--- config.mk ---
export PLATFORM = sky130hd
export DESIGN_NAME = base32_stream_encoder_top
export DESIGN_NICKNAME = d
export VERILOG_FILES = /design/src/rtl/bse_pkg.sv /design/src/rtl/base32_stream_encoder_top.sv /design/src/rtl/bse_front.sv /design/src/rtl/bse_fifo.sv /design/src/rtl/bse_back.sv
export SDC_FILE = /design/constraint.sdc
export NUM_CORES = 1
export LEC_CHECK = 0
export BUFFER_PORTS_ARGS = -buffer_cell sky130_fd_sc_hd__clkbuf_2
export CAP_MARGIN = 25
export CORE_ASPECT_RATIO = 0.5
export CORE_MARGIN = 2
export CORE_UTILIZATION = 40
export CTS_CLUSTER_DIAMETER = 120
export CTS_CLUSTER_SIZE = 24
export DETAILED_ROUTE_END_ITERATION = 12
export GPL_TIMING_DRIVEN = 0
export PLACE_DENSITY = 0.58
export SETUP_SLACK_MARGIN = 0.15
export SLEW_MARGIN = 20
export SYNTH_ARGS = -nofsm -noshare
export SYNTH_HDL_FRONTEND = slang
export SYNTH_SLANG_ARGS = --single-unit
--- constraint.sdc ---
create_clock -name clk -period 3.8 [get_ports clk]
set_clock_uncertainty 0.15 [all_clocks]
set_input_delay 0.76 -clock clk [delete_from_list [all_inputs] [get_ports clk]]
set_output_delay 0.76 -clock clk [all_outputs]
set_load 0.02 [all_outputs]
--- src/rtl/bse_pkg.sv ---
// Package for the streaming base32 encoder.
// Holds the job descriptor passed from front to back, opcodes, register
// indexes and reset values. No dependencies.
package bse_pkg;

  localparam int unsigned CFG_W      = 40;
  localparam int unsigned CFG_IDX_W  = 3;
  localparam int unsigned REG6_W     = 24;
  localparam int unsigned QDEPTH     = 4;
  localparam int unsigned QAW        = 2;

  localparam logic OP_ENCODE = 1'b0;
  localparam logic OP_FINISH = 1'b1;

  localparam logic [CFG_IDX_W-1:0] REG_CHARS_0_4   = 3'd0;
  localparam logic [CFG_IDX_W-1:0] REG_CHARS_5_9   = 3'd1;
  localparam logic [CFG_IDX_W-1:0] REG_CHARS_10_14 = 3'd2;
  localparam logic [CFG_IDX_W-1:0] REG_CHARS_15_19 = 3'd3;
  localparam logic [CFG_IDX_W-1:0] REG_CHARS_20_24 = 3'd4;
  localparam logic [CFG_IDX_W-1:0] REG_CHARS_25_29 = 3'd5;
  localparam logic [CFG_IDX_W-1:0] REG_CHARS_30_32 = 3'd6;

  localparam logic [CFG_W-1:0]  RST_CHARS_0_4   = 40'd297498001985;
  localparam logic [CFG_W-1:0]  RST_CHARS_5_9   = 40'd319057053510;
  localparam logic [CFG_W-1:0]  RST_CHARS_10_14 = 40'd340616105035;
  localparam logic [CFG_W-1:0]  RST_CHARS_15_19 = 40'd362175156560;
  localparam logic [CFG_W-1:0]  RST_CHARS_20_24 = 40'd383734208085;
  localparam logic [CFG_W-1:0]  RST_CHARS_25_29 = 40'd228509037146;
  localparam logic [REG6_W-1:0] RST_CHARS_30_32 = 24'd4011830;

  localparam logic [5:0] PAD_IDX = 6'd32;

  // One accepted input item as work for the back end: up to two
  // alphabet lookups followed by up to six pad characters.
  typedef struct packed {
    logic [4:0] v0;
    logic [4:0] v1;
    logic       two;
    logic [2:0] pads;
  } job_t;

endpackage

--- src/rtl/base32_stream_encoder_top.sv ---
// Streaming base32 encoder, top level. Instantiates bse_front, bse_fifo
// and bse_back; depends on bse_pkg.
// Path of an item: job queue, back end job register, output register.
// Throughput: one character per cycle at the output register unless
// out_stall holds it; one or two per data byte, up to seven per finish.
// Reset (rst, synchronous): phase and leftover cleared, queue emptied,
// alphabet restored to the standard set with pad '='.
module base32_stream_encoder_top (
  input  logic                           clk,
  input  logic                           rst,
  input  logic                           in_valid,
  output logic                           in_stall,
  input  logic                           opcode,
  input  logic [7:0]                     data_byte,
  output logic                           out_valid,
  input  logic                           out_stall,
  output logic [7:0]                     code_char,
  output logic                           last_char,
  input  logic                           cfg_we,
  input  logic [bse_pkg::CFG_IDX_W-1:0]  cfg_index,
  input  logic [bse_pkg::CFG_W-1:0]      cfg_data
);
  import bse_pkg::*;

  job_t push_job;
  job_t head;
  logic push;
  logic pop;
  logic full;
  logic not_empty;

  bse_front u_front (
    .clk       (clk),
    .rst       (rst),
    .in_valid  (in_valid),
    .in_stall  (in_stall),
    .opcode    (opcode),
    .data_byte (data_byte),
    .q_full    (full),
    .q_push    (push),
    .q_job     (push_job)
  );

  bse_fifo u_fifo (
    .clk       (clk),
    .rst       (rst),
    .push      (push),
    .push_job  (push_job),
    .pop       (pop),
    .head      (head),
    .full      (full),
    .not_empty (not_empty)
  );

  bse_back u_back (
    .clk         (clk),
    .rst         (rst),
    .cfg_we      (cfg_we),
    .cfg_index   (cfg_index),
    .cfg_data    (cfg_data),
    .q_not_empty (not_empty),
    .q_head      (head),
    .q_pop       (pop),
    .out_valid   (out_valid),
    .out_stall   (out_stall),
    .code_char   (code_char),
    .last_char   (last_char)
  );

endmodule

--- src/rtl/bse_front.sv ---
// Front end of the base32 encoder: accepts items, tracks group phase and
// leftover bits, and turns each item into a job. Depends on bse_pkg.
module bse_front (
  input  logic          clk,
  input  logic          rst,
  input  logic          in_valid,
  output logic          in_stall,
  input  logic          opcode,
  input  logic [7:0]    data_byte,
  input  logic          q_full,
  output logic          q_push,
  output bse_pkg::job_t q_job
);
  import bse_pkg::*;

  localparam logic [2:0] PH0 = 3'd0;
  localparam logic [2:0] PH1 = 3'd1;
  localparam logic [2:0] PH2 = 3'd2;
  localparam logic [2:0] PH3 = 3'd3;
  localparam logic [2:0] PH4 = 3'd4;

  logic [2:0] phase, phase_next;
  logic [4:0] leftover, leftover_next;
  logic       accept;
  logic       emits;

  assign in_stall = q_full;
  assign accept   = in_valid && !q_full;
  assign q_push   = accept && emits;

  always_comb begin
    phase_next    = PH0;
    leftover_next = 5'd0;
    q_job         = '0;
    emits         = 1'b1;
    if (opcode == OP_ENCODE) begin
      unique case (phase)
        PH1: begin
          q_job.v0      = leftover | {3'b0, data_byte[7:6]};
          q_job.v1      = data_byte[5:1];
          q_job.two     = 1'b1;
          leftover_next = {data_byte[0], 4'b0};
          phase_next    = PH2;
        end
        PH2: begin
          q_job.v0      = leftover | {1'b0, data_byte[7:4]};
          leftover_next = {data_byte[3:0], 1'b0};
          phase_next    = PH3;
        end
        PH3: begin
          q_job.v0      = leftover | {4'b0, data_byte[7]};
          q_job.v1      = data_byte[6:2];
          q_job.two     = 1'b1;
          leftover_next = {data_byte[1:0], 3'b0};
          phase_next    = PH4;
        end
        PH4: begin
          q_job.v0  = leftover | {2'b0, data_byte[7:5]};
          q_job.v1  = data_byte[4:0];
          q_job.two = 1'b1;
        end
        default: begin
          q_job.v0      = data_byte[7:3];
          leftover_next = {data_byte[2:0], 2'b0};
          phase_next    = PH1;
        end
      endcase
    end else begin
      q_job.v0 = leftover;
      unique case (phase)
        PH1:     q_job.pads = 3'd6;
        PH2:     q_job.pads = 3'd4;
        PH3:     q_job.pads = 3'd3;
        PH4:     q_job.pads = 3'd1;
        default: emits = 1'b0;
      endcase
    end
  end

  always_ff @(posedge clk) begin
    if (rst) begin
      phase    <= PH0;
      leftover <= 5'd0;
    end else if (accept) begin
      phase    <= phase_next;
      leftover <= leftover_next;
    end
  end

endmodule

--- src/rtl/bse_fifo.sv ---
// Short job queue between front and back ends of the base32 encoder.
// Depends on bse_pkg for the job type and depth.
module bse_fifo (
  input  logic          clk,
  input  logic          rst,
  input  logic          push,
  input  bse_pkg::job_t push_job,
  input  logic          pop,
  output bse_pkg::job_t head,
  output logic          full,
  output logic          not_empty
);
  import bse_pkg::*;

  job_t         entries [QDEPTH];
  logic [QAW-1:0] wr_ptr;
  logic [QAW-1:0] rd_ptr;
  logic [QAW:0]   count;

  assign full      = (count == QDEPTH[QAW:0]);
  assign not_empty = (count != '0);
  assign head      = entries[rd_ptr];

  always_ff @(posedge clk) begin
    if (push) begin
      entries[wr_ptr] <= push_job;
    end
  end

  always_ff @(posedge clk) begin
    if (rst) begin
      wr_ptr <= '0;
      rd_ptr <= '0;
      count  <= '0;
    end else begin
      if (push) begin
        wr_ptr <= wr_ptr + 1'b1;
      end
      if (pop) begin
        rd_ptr <= rd_ptr + 1'b1;
      end
      if (push && !pop) begin
        count <= count + 1'b1;
      end else if (pop && !push) begin
        count <= count - 1'b1;
      end
    end
  end

  a_no_overflow: assert property (@(posedge clk) disable iff (rst)
    full && !pop |-> !push)
    else $error("job queue written while full");

endmodule

--- src/rtl/bse_back.sv ---
// Back end of the base32 encoder: holds the alphabet registers, walks each
// job one character per cycle unless out_stall holds it, and drives the
// output register. Depends on bse_pkg.
module bse_back (
  input  logic                           clk,
  input  logic                           rst,
  input  logic                           cfg_we,
  input  logic [bse_pkg::CFG_IDX_W-1:0]  cfg_index,
  input  logic [bse_pkg::CFG_W-1:0]      cfg_data,
  input  logic                           q_not_empty,
  input  bse_pkg::job_t                  q_head,
  output logic                           q_pop,
  output logic                           out_valid,
  input  logic                           out_stall,
  output logic [7:0]                     code_char,
  output logic                           last_char
);
  import bse_pkg::*;

  localparam logic [1:0] ST_V0  = 2'd0;
  localparam logic [1:0] ST_V1  = 2'd1;
  localparam logic [1:0] ST_PAD = 2'd2;

  logic [CFG_W-1:0]  chars_0_4, chars_5_9, chars_10_14, chars_15_19;
  logic [CFG_W-1:0]  chars_20_24, chars_25_29;
  logic [REG6_W-1:0] chars_30_32;
  logic [263:0]      alphabet;

  job_t       cur;
  logic       cur_valid;
  logic [1:0] stage, stage_next;
  logic [2:0] pads_left, pads_left_next;
  logic       load_out;
  logic       is_last;
  logic       done;
  logic [5:0] char_idx;

  always_ff @(posedge clk) begin
    if (rst) begin
      chars_0_4   <= RST_CHARS_0_4;
      chars_5_9   <= RST_CHARS_5_9;
      chars_10_14 <= RST_CHARS_10_14;
      chars_15_19 <= RST_CHARS_15_19;
      chars_20_24 <= RST_CHARS_20_24;
      chars_25_29 <= RST_CHARS_25_29;
      chars_30_32 <= RST_CHARS_30_32;
    end else if (cfg_we) begin
      unique case (cfg_index)
        REG_CHARS_0_4:   chars_0_4   <= cfg_data;
        REG_CHARS_5_9:   chars_5_9   <= cfg_data;
        REG_CHARS_10_14: chars_10_14 <= cfg_data;
        REG_CHARS_15_19: chars_15_19 <= cfg_data;
        REG_CHARS_20_24: chars_20_24 <= cfg_data;
        REG_CHARS_25_29: chars_25_29 <= cfg_data;
        REG_CHARS_30_32: chars_30_32 <= cfg_data[REG6_W-1:0];
        default: ;
      endcase
    end
  end

  assign alphabet = {chars_30_32, chars_25_29, chars_20_24, chars_15_19,
                     chars_10_14, chars_5_9, chars_0_4};

  always_comb begin
    char_idx       = PAD_IDX;
    is_last        = 1'b0;
    stage_next     = ST_PAD;
    pads_left_next = pads_left;
    unique case (stage)
      ST_V0: begin
        char_idx   = {1'b0, cur.v0};
        is_last    = !cur.two && (cur.pads == 3'd0);
        stage_next = cur.two ? ST_V1 : ST_PAD;
      end
      ST_V1: begin
        char_idx = {1'b0, cur.v1};
        is_last  = (cur.pads == 3'd0);
      end
      default: begin
        is_last        = (pads_left == 3'd1);
        pads_left_next = pads_left - 3'd1;
      end
    endcase
  end

  assign load_out = cur_valid && (!out_valid || !out_stall);
  assign done     = load_out && is_last;
  assign q_pop    = q_not_empty && (!cur_valid || done);

  always_ff @(posedge clk) begin
    if (rst) begin
      cur_valid <= 1'b0;
      stage     <= ST_V0;
      pads_left <= 3'd0;
    end else if (q_pop) begin
      cur_valid <= 1'b1;
      stage     <= ST_V0;
      pads_left <= q_head.pads;
    end else if (done) begin
      cur_valid <= 1'b0;
    end else if (load_out) begin
      stage     <= stage_next;
      pads_left <= pads_left_next;
    end
  end

  always_ff @(posedge clk) begin
    if (q_pop) begin
      cur <= q_head;
    end
  end

  always_ff @(posedge clk) begin
    if (rst) begin
      out_valid <= 1'b0;
    end else if (load_out) begin
      out_valid <= 1'b1;
    end else if (!out_stall) begin
      out_valid <= 1'b0;
    end
  end

  always_ff @(posedge clk) begin
    if (load_out) begin
      code_char <= alphabet[{char_idx, 3'b000} +: 8];
      last_char <= is_last;
    end
  end

  a_pad_count: assert property (@(posedge clk) disable iff (rst)
    cur_valid && (stage == ST_PAD) |-> (pads_left != 3'd0))
    else $error("pad stage entered with no pads left");

  a_second_value: assert property (@(posedge clk) disable iff (rst)
    cur_valid && (stage == ST_V1) |-> cur.two)
    else $error("second value emitted for a one-value job");

  a_pop_fills: assert property (@(posedge clk) disable iff (rst)
    q_pop |=> cur_valid && (stage == ST_V0))
    else $error("popped job not loaded");

endmodule

==> impl_metrics.env <==
export IMPL_fin_tns_setup_ns=0
export IMPL_syn_num_nets=1867
export IMPL_cts_buffer_depth=3
export IMPL_yosys_area_top_type="dfxtp_1"
export IMPL_avgSynthCellArea_um2=8.97
export IMPL_required_ns=3.92
export IMPL_routed_via_density=5.72
export IMPL_synth_area_top_cells="dfxtp_1, edfxtp_1, nand2_1"
export IMPL_crit_path_max_fanout=10
export IMPL_synth_flop_cell="dfxtp_1"
export IMPL_n_fill_cell=3848
export IMPL_cts_buffers_inserted=19
export IMPL_firstDrtPassIters=8
export IMPL_cp_slowest_cell="nor3_1"
export IMPL_htree_levels=1
export IMPL_cts_root_buf="clkbuf_16"
export IMPL_yosysMostFrequentCell="nand2_1"
export IMPL_rows=51
export IMPL_syn_inst=1802
export IMPL_place_hpwl_um=42100
export IMPL_end_kind="flip-flop"
export IMPL_finalCritPeriodShare=0.956
export IMPL_path_clk_slew_ns=0.11
export IMPL_remaining_drc_errors=0
export IMPL_grt_pass1_vias=12900
export IMPL_setup_viol_count_final=0
export IMPL_hp_class="flip-flop to flip-flop"
export IMPL_cts_setup_buffers=0
export IMPL_hold_viol=0
export IMPL_grt_pass1_wl_um=86500
export IMPL_maxSlewViolCount=0
export IMPL_grt_max_degree=26
export IMPL_holdPathStages=2
export IMPL_synth_edf_count=79
export IMPL_crit_type="flip-flop to flip-flop"
export IMPL_power_density_nw_per_um2=660
export IMPL_core_area_um2=39400
export IMPL_clk_latency_ns=0.55
export IMPL_routedWlPerCell_um=24.7
export IMPL_min_to="u_back.chars_0_4[13]"
export IMPL_syn_cell_area_um2=16200
export IMPL_critPathMaxStageDelay_ns=0.71
export IMPL_path_cells="mux2i_4 > nor2_1 > buf_4 > buf_4 > nand2_1 > o21ai_0 > nor3_1 > a221oi_2"
export IMPL_cts_sinks=366
export IMPL_ys_types=64
export IMPL_peakVddDrop_mv=0.416
export IMPL_maxSlewHeadroom=0.287
export IMPL_grt_overflow=0
export IMPL_cp_common_cell="buf_4"
export IMPL_max_slew_worst_pin_slew_ns=1.07
export IMPL_crit_arrival_ns=3.75
export IMPL_fin_crit_ns=3.63
export IMPL_antenna_cells=0
export IMPL_p_leak_uw=0.00663
export IMPL_synthArstFlopShare=0
export IMPL_place_congestion=0.990
export IMPL_rr_startpoint="u_back.stage[0]"
export IMPL_synth_top_area_share=0.356
export IMPL_tritoncts="yes"
export IMPL_startpoint_type="flip-flop"
export IMPL_rsz0062_at_grt="false"
export IMPL_seq_area_frac_synth=0.502
export IMPL_rr_endpoint="u_back.code_char[3]"
export IMPL_vias=13900
export IMPL_grt_usage=0.281
export IMPL_pre_cts_slack_ns=0.153
export IMPL_antenna_found_initial=2
export IMPL_hp_start="u_back.chars_0_4[13]"
export IMPL_drv_cap=0
export IMPL_die_x_um=288
export IMPL_drive_gt1_frac=0.0859
export IMPL_r2r_cells=8
export IMPL_drtAntennaViolNets=0
export IMPL_dieArea_um2=42100
export IMPL_initial_utilization=0.410
export IMPL_io_buffers=66
export IMPL_fin_nets=1957
export IMPL_status="completed"
export IMPL_ys_seq_elements=366
export IMPL_ctsHoldBuffers=0
export IMPL_drtIter0Drc=1749
export IMPL_io_pins=68
export IMPL_reg2reg_slack_ns=0.17
export IMPL_drt_total_wl_um=60000
export IMPL_setup_ws_ns=0.167
export IMPL_synth_warnings=0
export IMPL_yosys_top_cells_count="nand2_1, dfxtp_1, a21oi_1, nand3b_1, clkbuf_1"
export IMPL_max_freq_mhz=275
export IMPL_fp_dieH_um=146
export IMPL_area_delta_synth_final_pct=9.65
[sequential cells by signal (all words and copies together), names as in the netlist, 2 cells and up, named ones only]
name                cells
u_front.leftover        4
u_fifo.entries         56
u_back.chars_5_9       40
u_back.chars_10_14     40
u_front.phase           3
u_back.cur             14
u_back.chars_30_32     24
u_fifo.rd_ptr           2
u_back.chars_0_4       40
u_back.code_char        8
u_back.stage            2
u_back.pads_left        3
u_back.chars_25_29     40
u_back.chars_20_24     40
u_fifo.count            3
u_back.chars_15_19     40
u_fifo.wr_ptr           2
[routing by layer]
layer / vias to the layer above / track usage / wire [um]
li1: 6352 / - / -
met1: 6751 / 0.390 / 25700
met2: 659 / 0.415 / 25200
met3: 132 / 0.0830 / 6630
met4: 2 / 0.0982 / 2370
met5: - / 0 / 9
[cells in the final DEF, fill, tap and decap left out, types with 5 or more instances in the layout]
| cell | netlist | final |
|---|---|---|
| a21oi_1 | 188 | 188 |
| a221oi_1 | 5 | 5 |
| a22oi_1 | 7 | 7 |
| a31oi_1 | 10 | 10 |
| and2_1 | 6 | 6 |
| buf_2 | 11 | 11 |
| buf_4 | 7 | 8 |
| clkbuf_1 | 101 | 107 |
| clkbuf_16 | 0 | 19 |
| clkbuf_2 | 0 | 66 |
| dfxtp_1 | 287 | 287 |
| edfxtp_1 | 79 | 79 |
| ha_1 | 7 | 7 |
| inv_1 | 21 | 21 |
| mux2_2 | 7 | 7 |
| mux2i_1 | 54 | 54 |
| mux4_1 | 7 | 7 |
| mux4_2 | 28 | 28 |
| nand2_1 | 607 | 607 |
| nand2b_1 | 13 | 13 |
| nand3_1 | 31 | 31 |
| nand3b_1 | 118 | 118 |
| nand4_1 | 6 | 6 |
| nor2_1 | 54 | 54 |
| nor2b_1 | 10 | 10 |
| nor3_1 | 17 | 17 |
| o21ai_0 | 20 | 20 |
| o221ai_1 | 12 | 12 |
| o22ai_1 | 10 | 10 |
| xnor2_1 | 5 | 5 |
[cell type report]
cell class	count	area (um^2)	share of cell area
buffer	127	588	0.0332
clock inverter	2	28.8	0.00162
tap	530	663	0.0374
inverter	21	78.8	0.00445
sequential	366	8120	0.458
multi-input combinational	1288	7390	0.417
clock buffer	25	498	0.0281
timing repair buffer	69	357	0.0201
[timing repair]
| action | 4_1_cts | 5_1_grt |
|---|---|---|
| gates resized for setup | 1 | 0 |
| endpoints found under the hold margin | 0 | 0 |
| setup endpoints to repair | 1 | 0 |
[power by group]
group	total, uW	switching, uW	internal [uW]
Combinational	4790	3170	1610
Clock	2310	1370	947
Sequential	4600	210	4390
[worst max-delay path: cells and delay by family, from the launching register on]
family	cells	cell delay (ns)
AND/OR/NAND/NOR	3	1.25
flip-flops	1	0.50
buffers and inverters	2	0.53
AO/OA/AOI/OAI	2	0.30
multiplexers	1	0.59
[kinds of logic after synthesis]
logic type	Yosys count	synth area share
AO/OA/AOI/OAI	289	0.106
XOR/XNOR	9	0.00488
adder cells (fa/ha/maj)	8	0.00666
buffers and inverters	148	0.0413
flip-flops	366	0.502
multiplexers	99	0.0914
AND/OR/NAND/NOR	883	0.247
[how the worst max path moves through the flow]
stage	slack [ns]	end	cells past startpoint	startpoint
floorplan	1.01	u_fifo.count[2]	9	in_valid
finish	0.17	u_back.code_char[3]	8	u_back.stage[0]
detailed placement	0.15	u_back.code_char[3]	8	u_back.cur[5]
CTS	0.40	u_back.code_char[3]	8	u_back.stage[0]
global placement	0.1	u_back.code_char[3]	8	u_back.stage[0]
global route	0.24	u_back.code_char[3]	8	u_back.stage[0]
[metrics by stage]
step	util	instances	power [uW]	hold slack (ns)	area, um^2
6_report	0.450	2428	11700	0.306	17700
5_1_grt	0.450	2428	12100	0.326	17700
4_1_cts	0.450	2427	11500	0.310	17700
3_5_place_dp	0.436	2400	9280	0.295	17200
3_3_place_gp	0.436	2398	9260	0.288	17200
2_1_floorplan	-	1802	7520	0.279	16200
(Power assumes the default switching activity.)
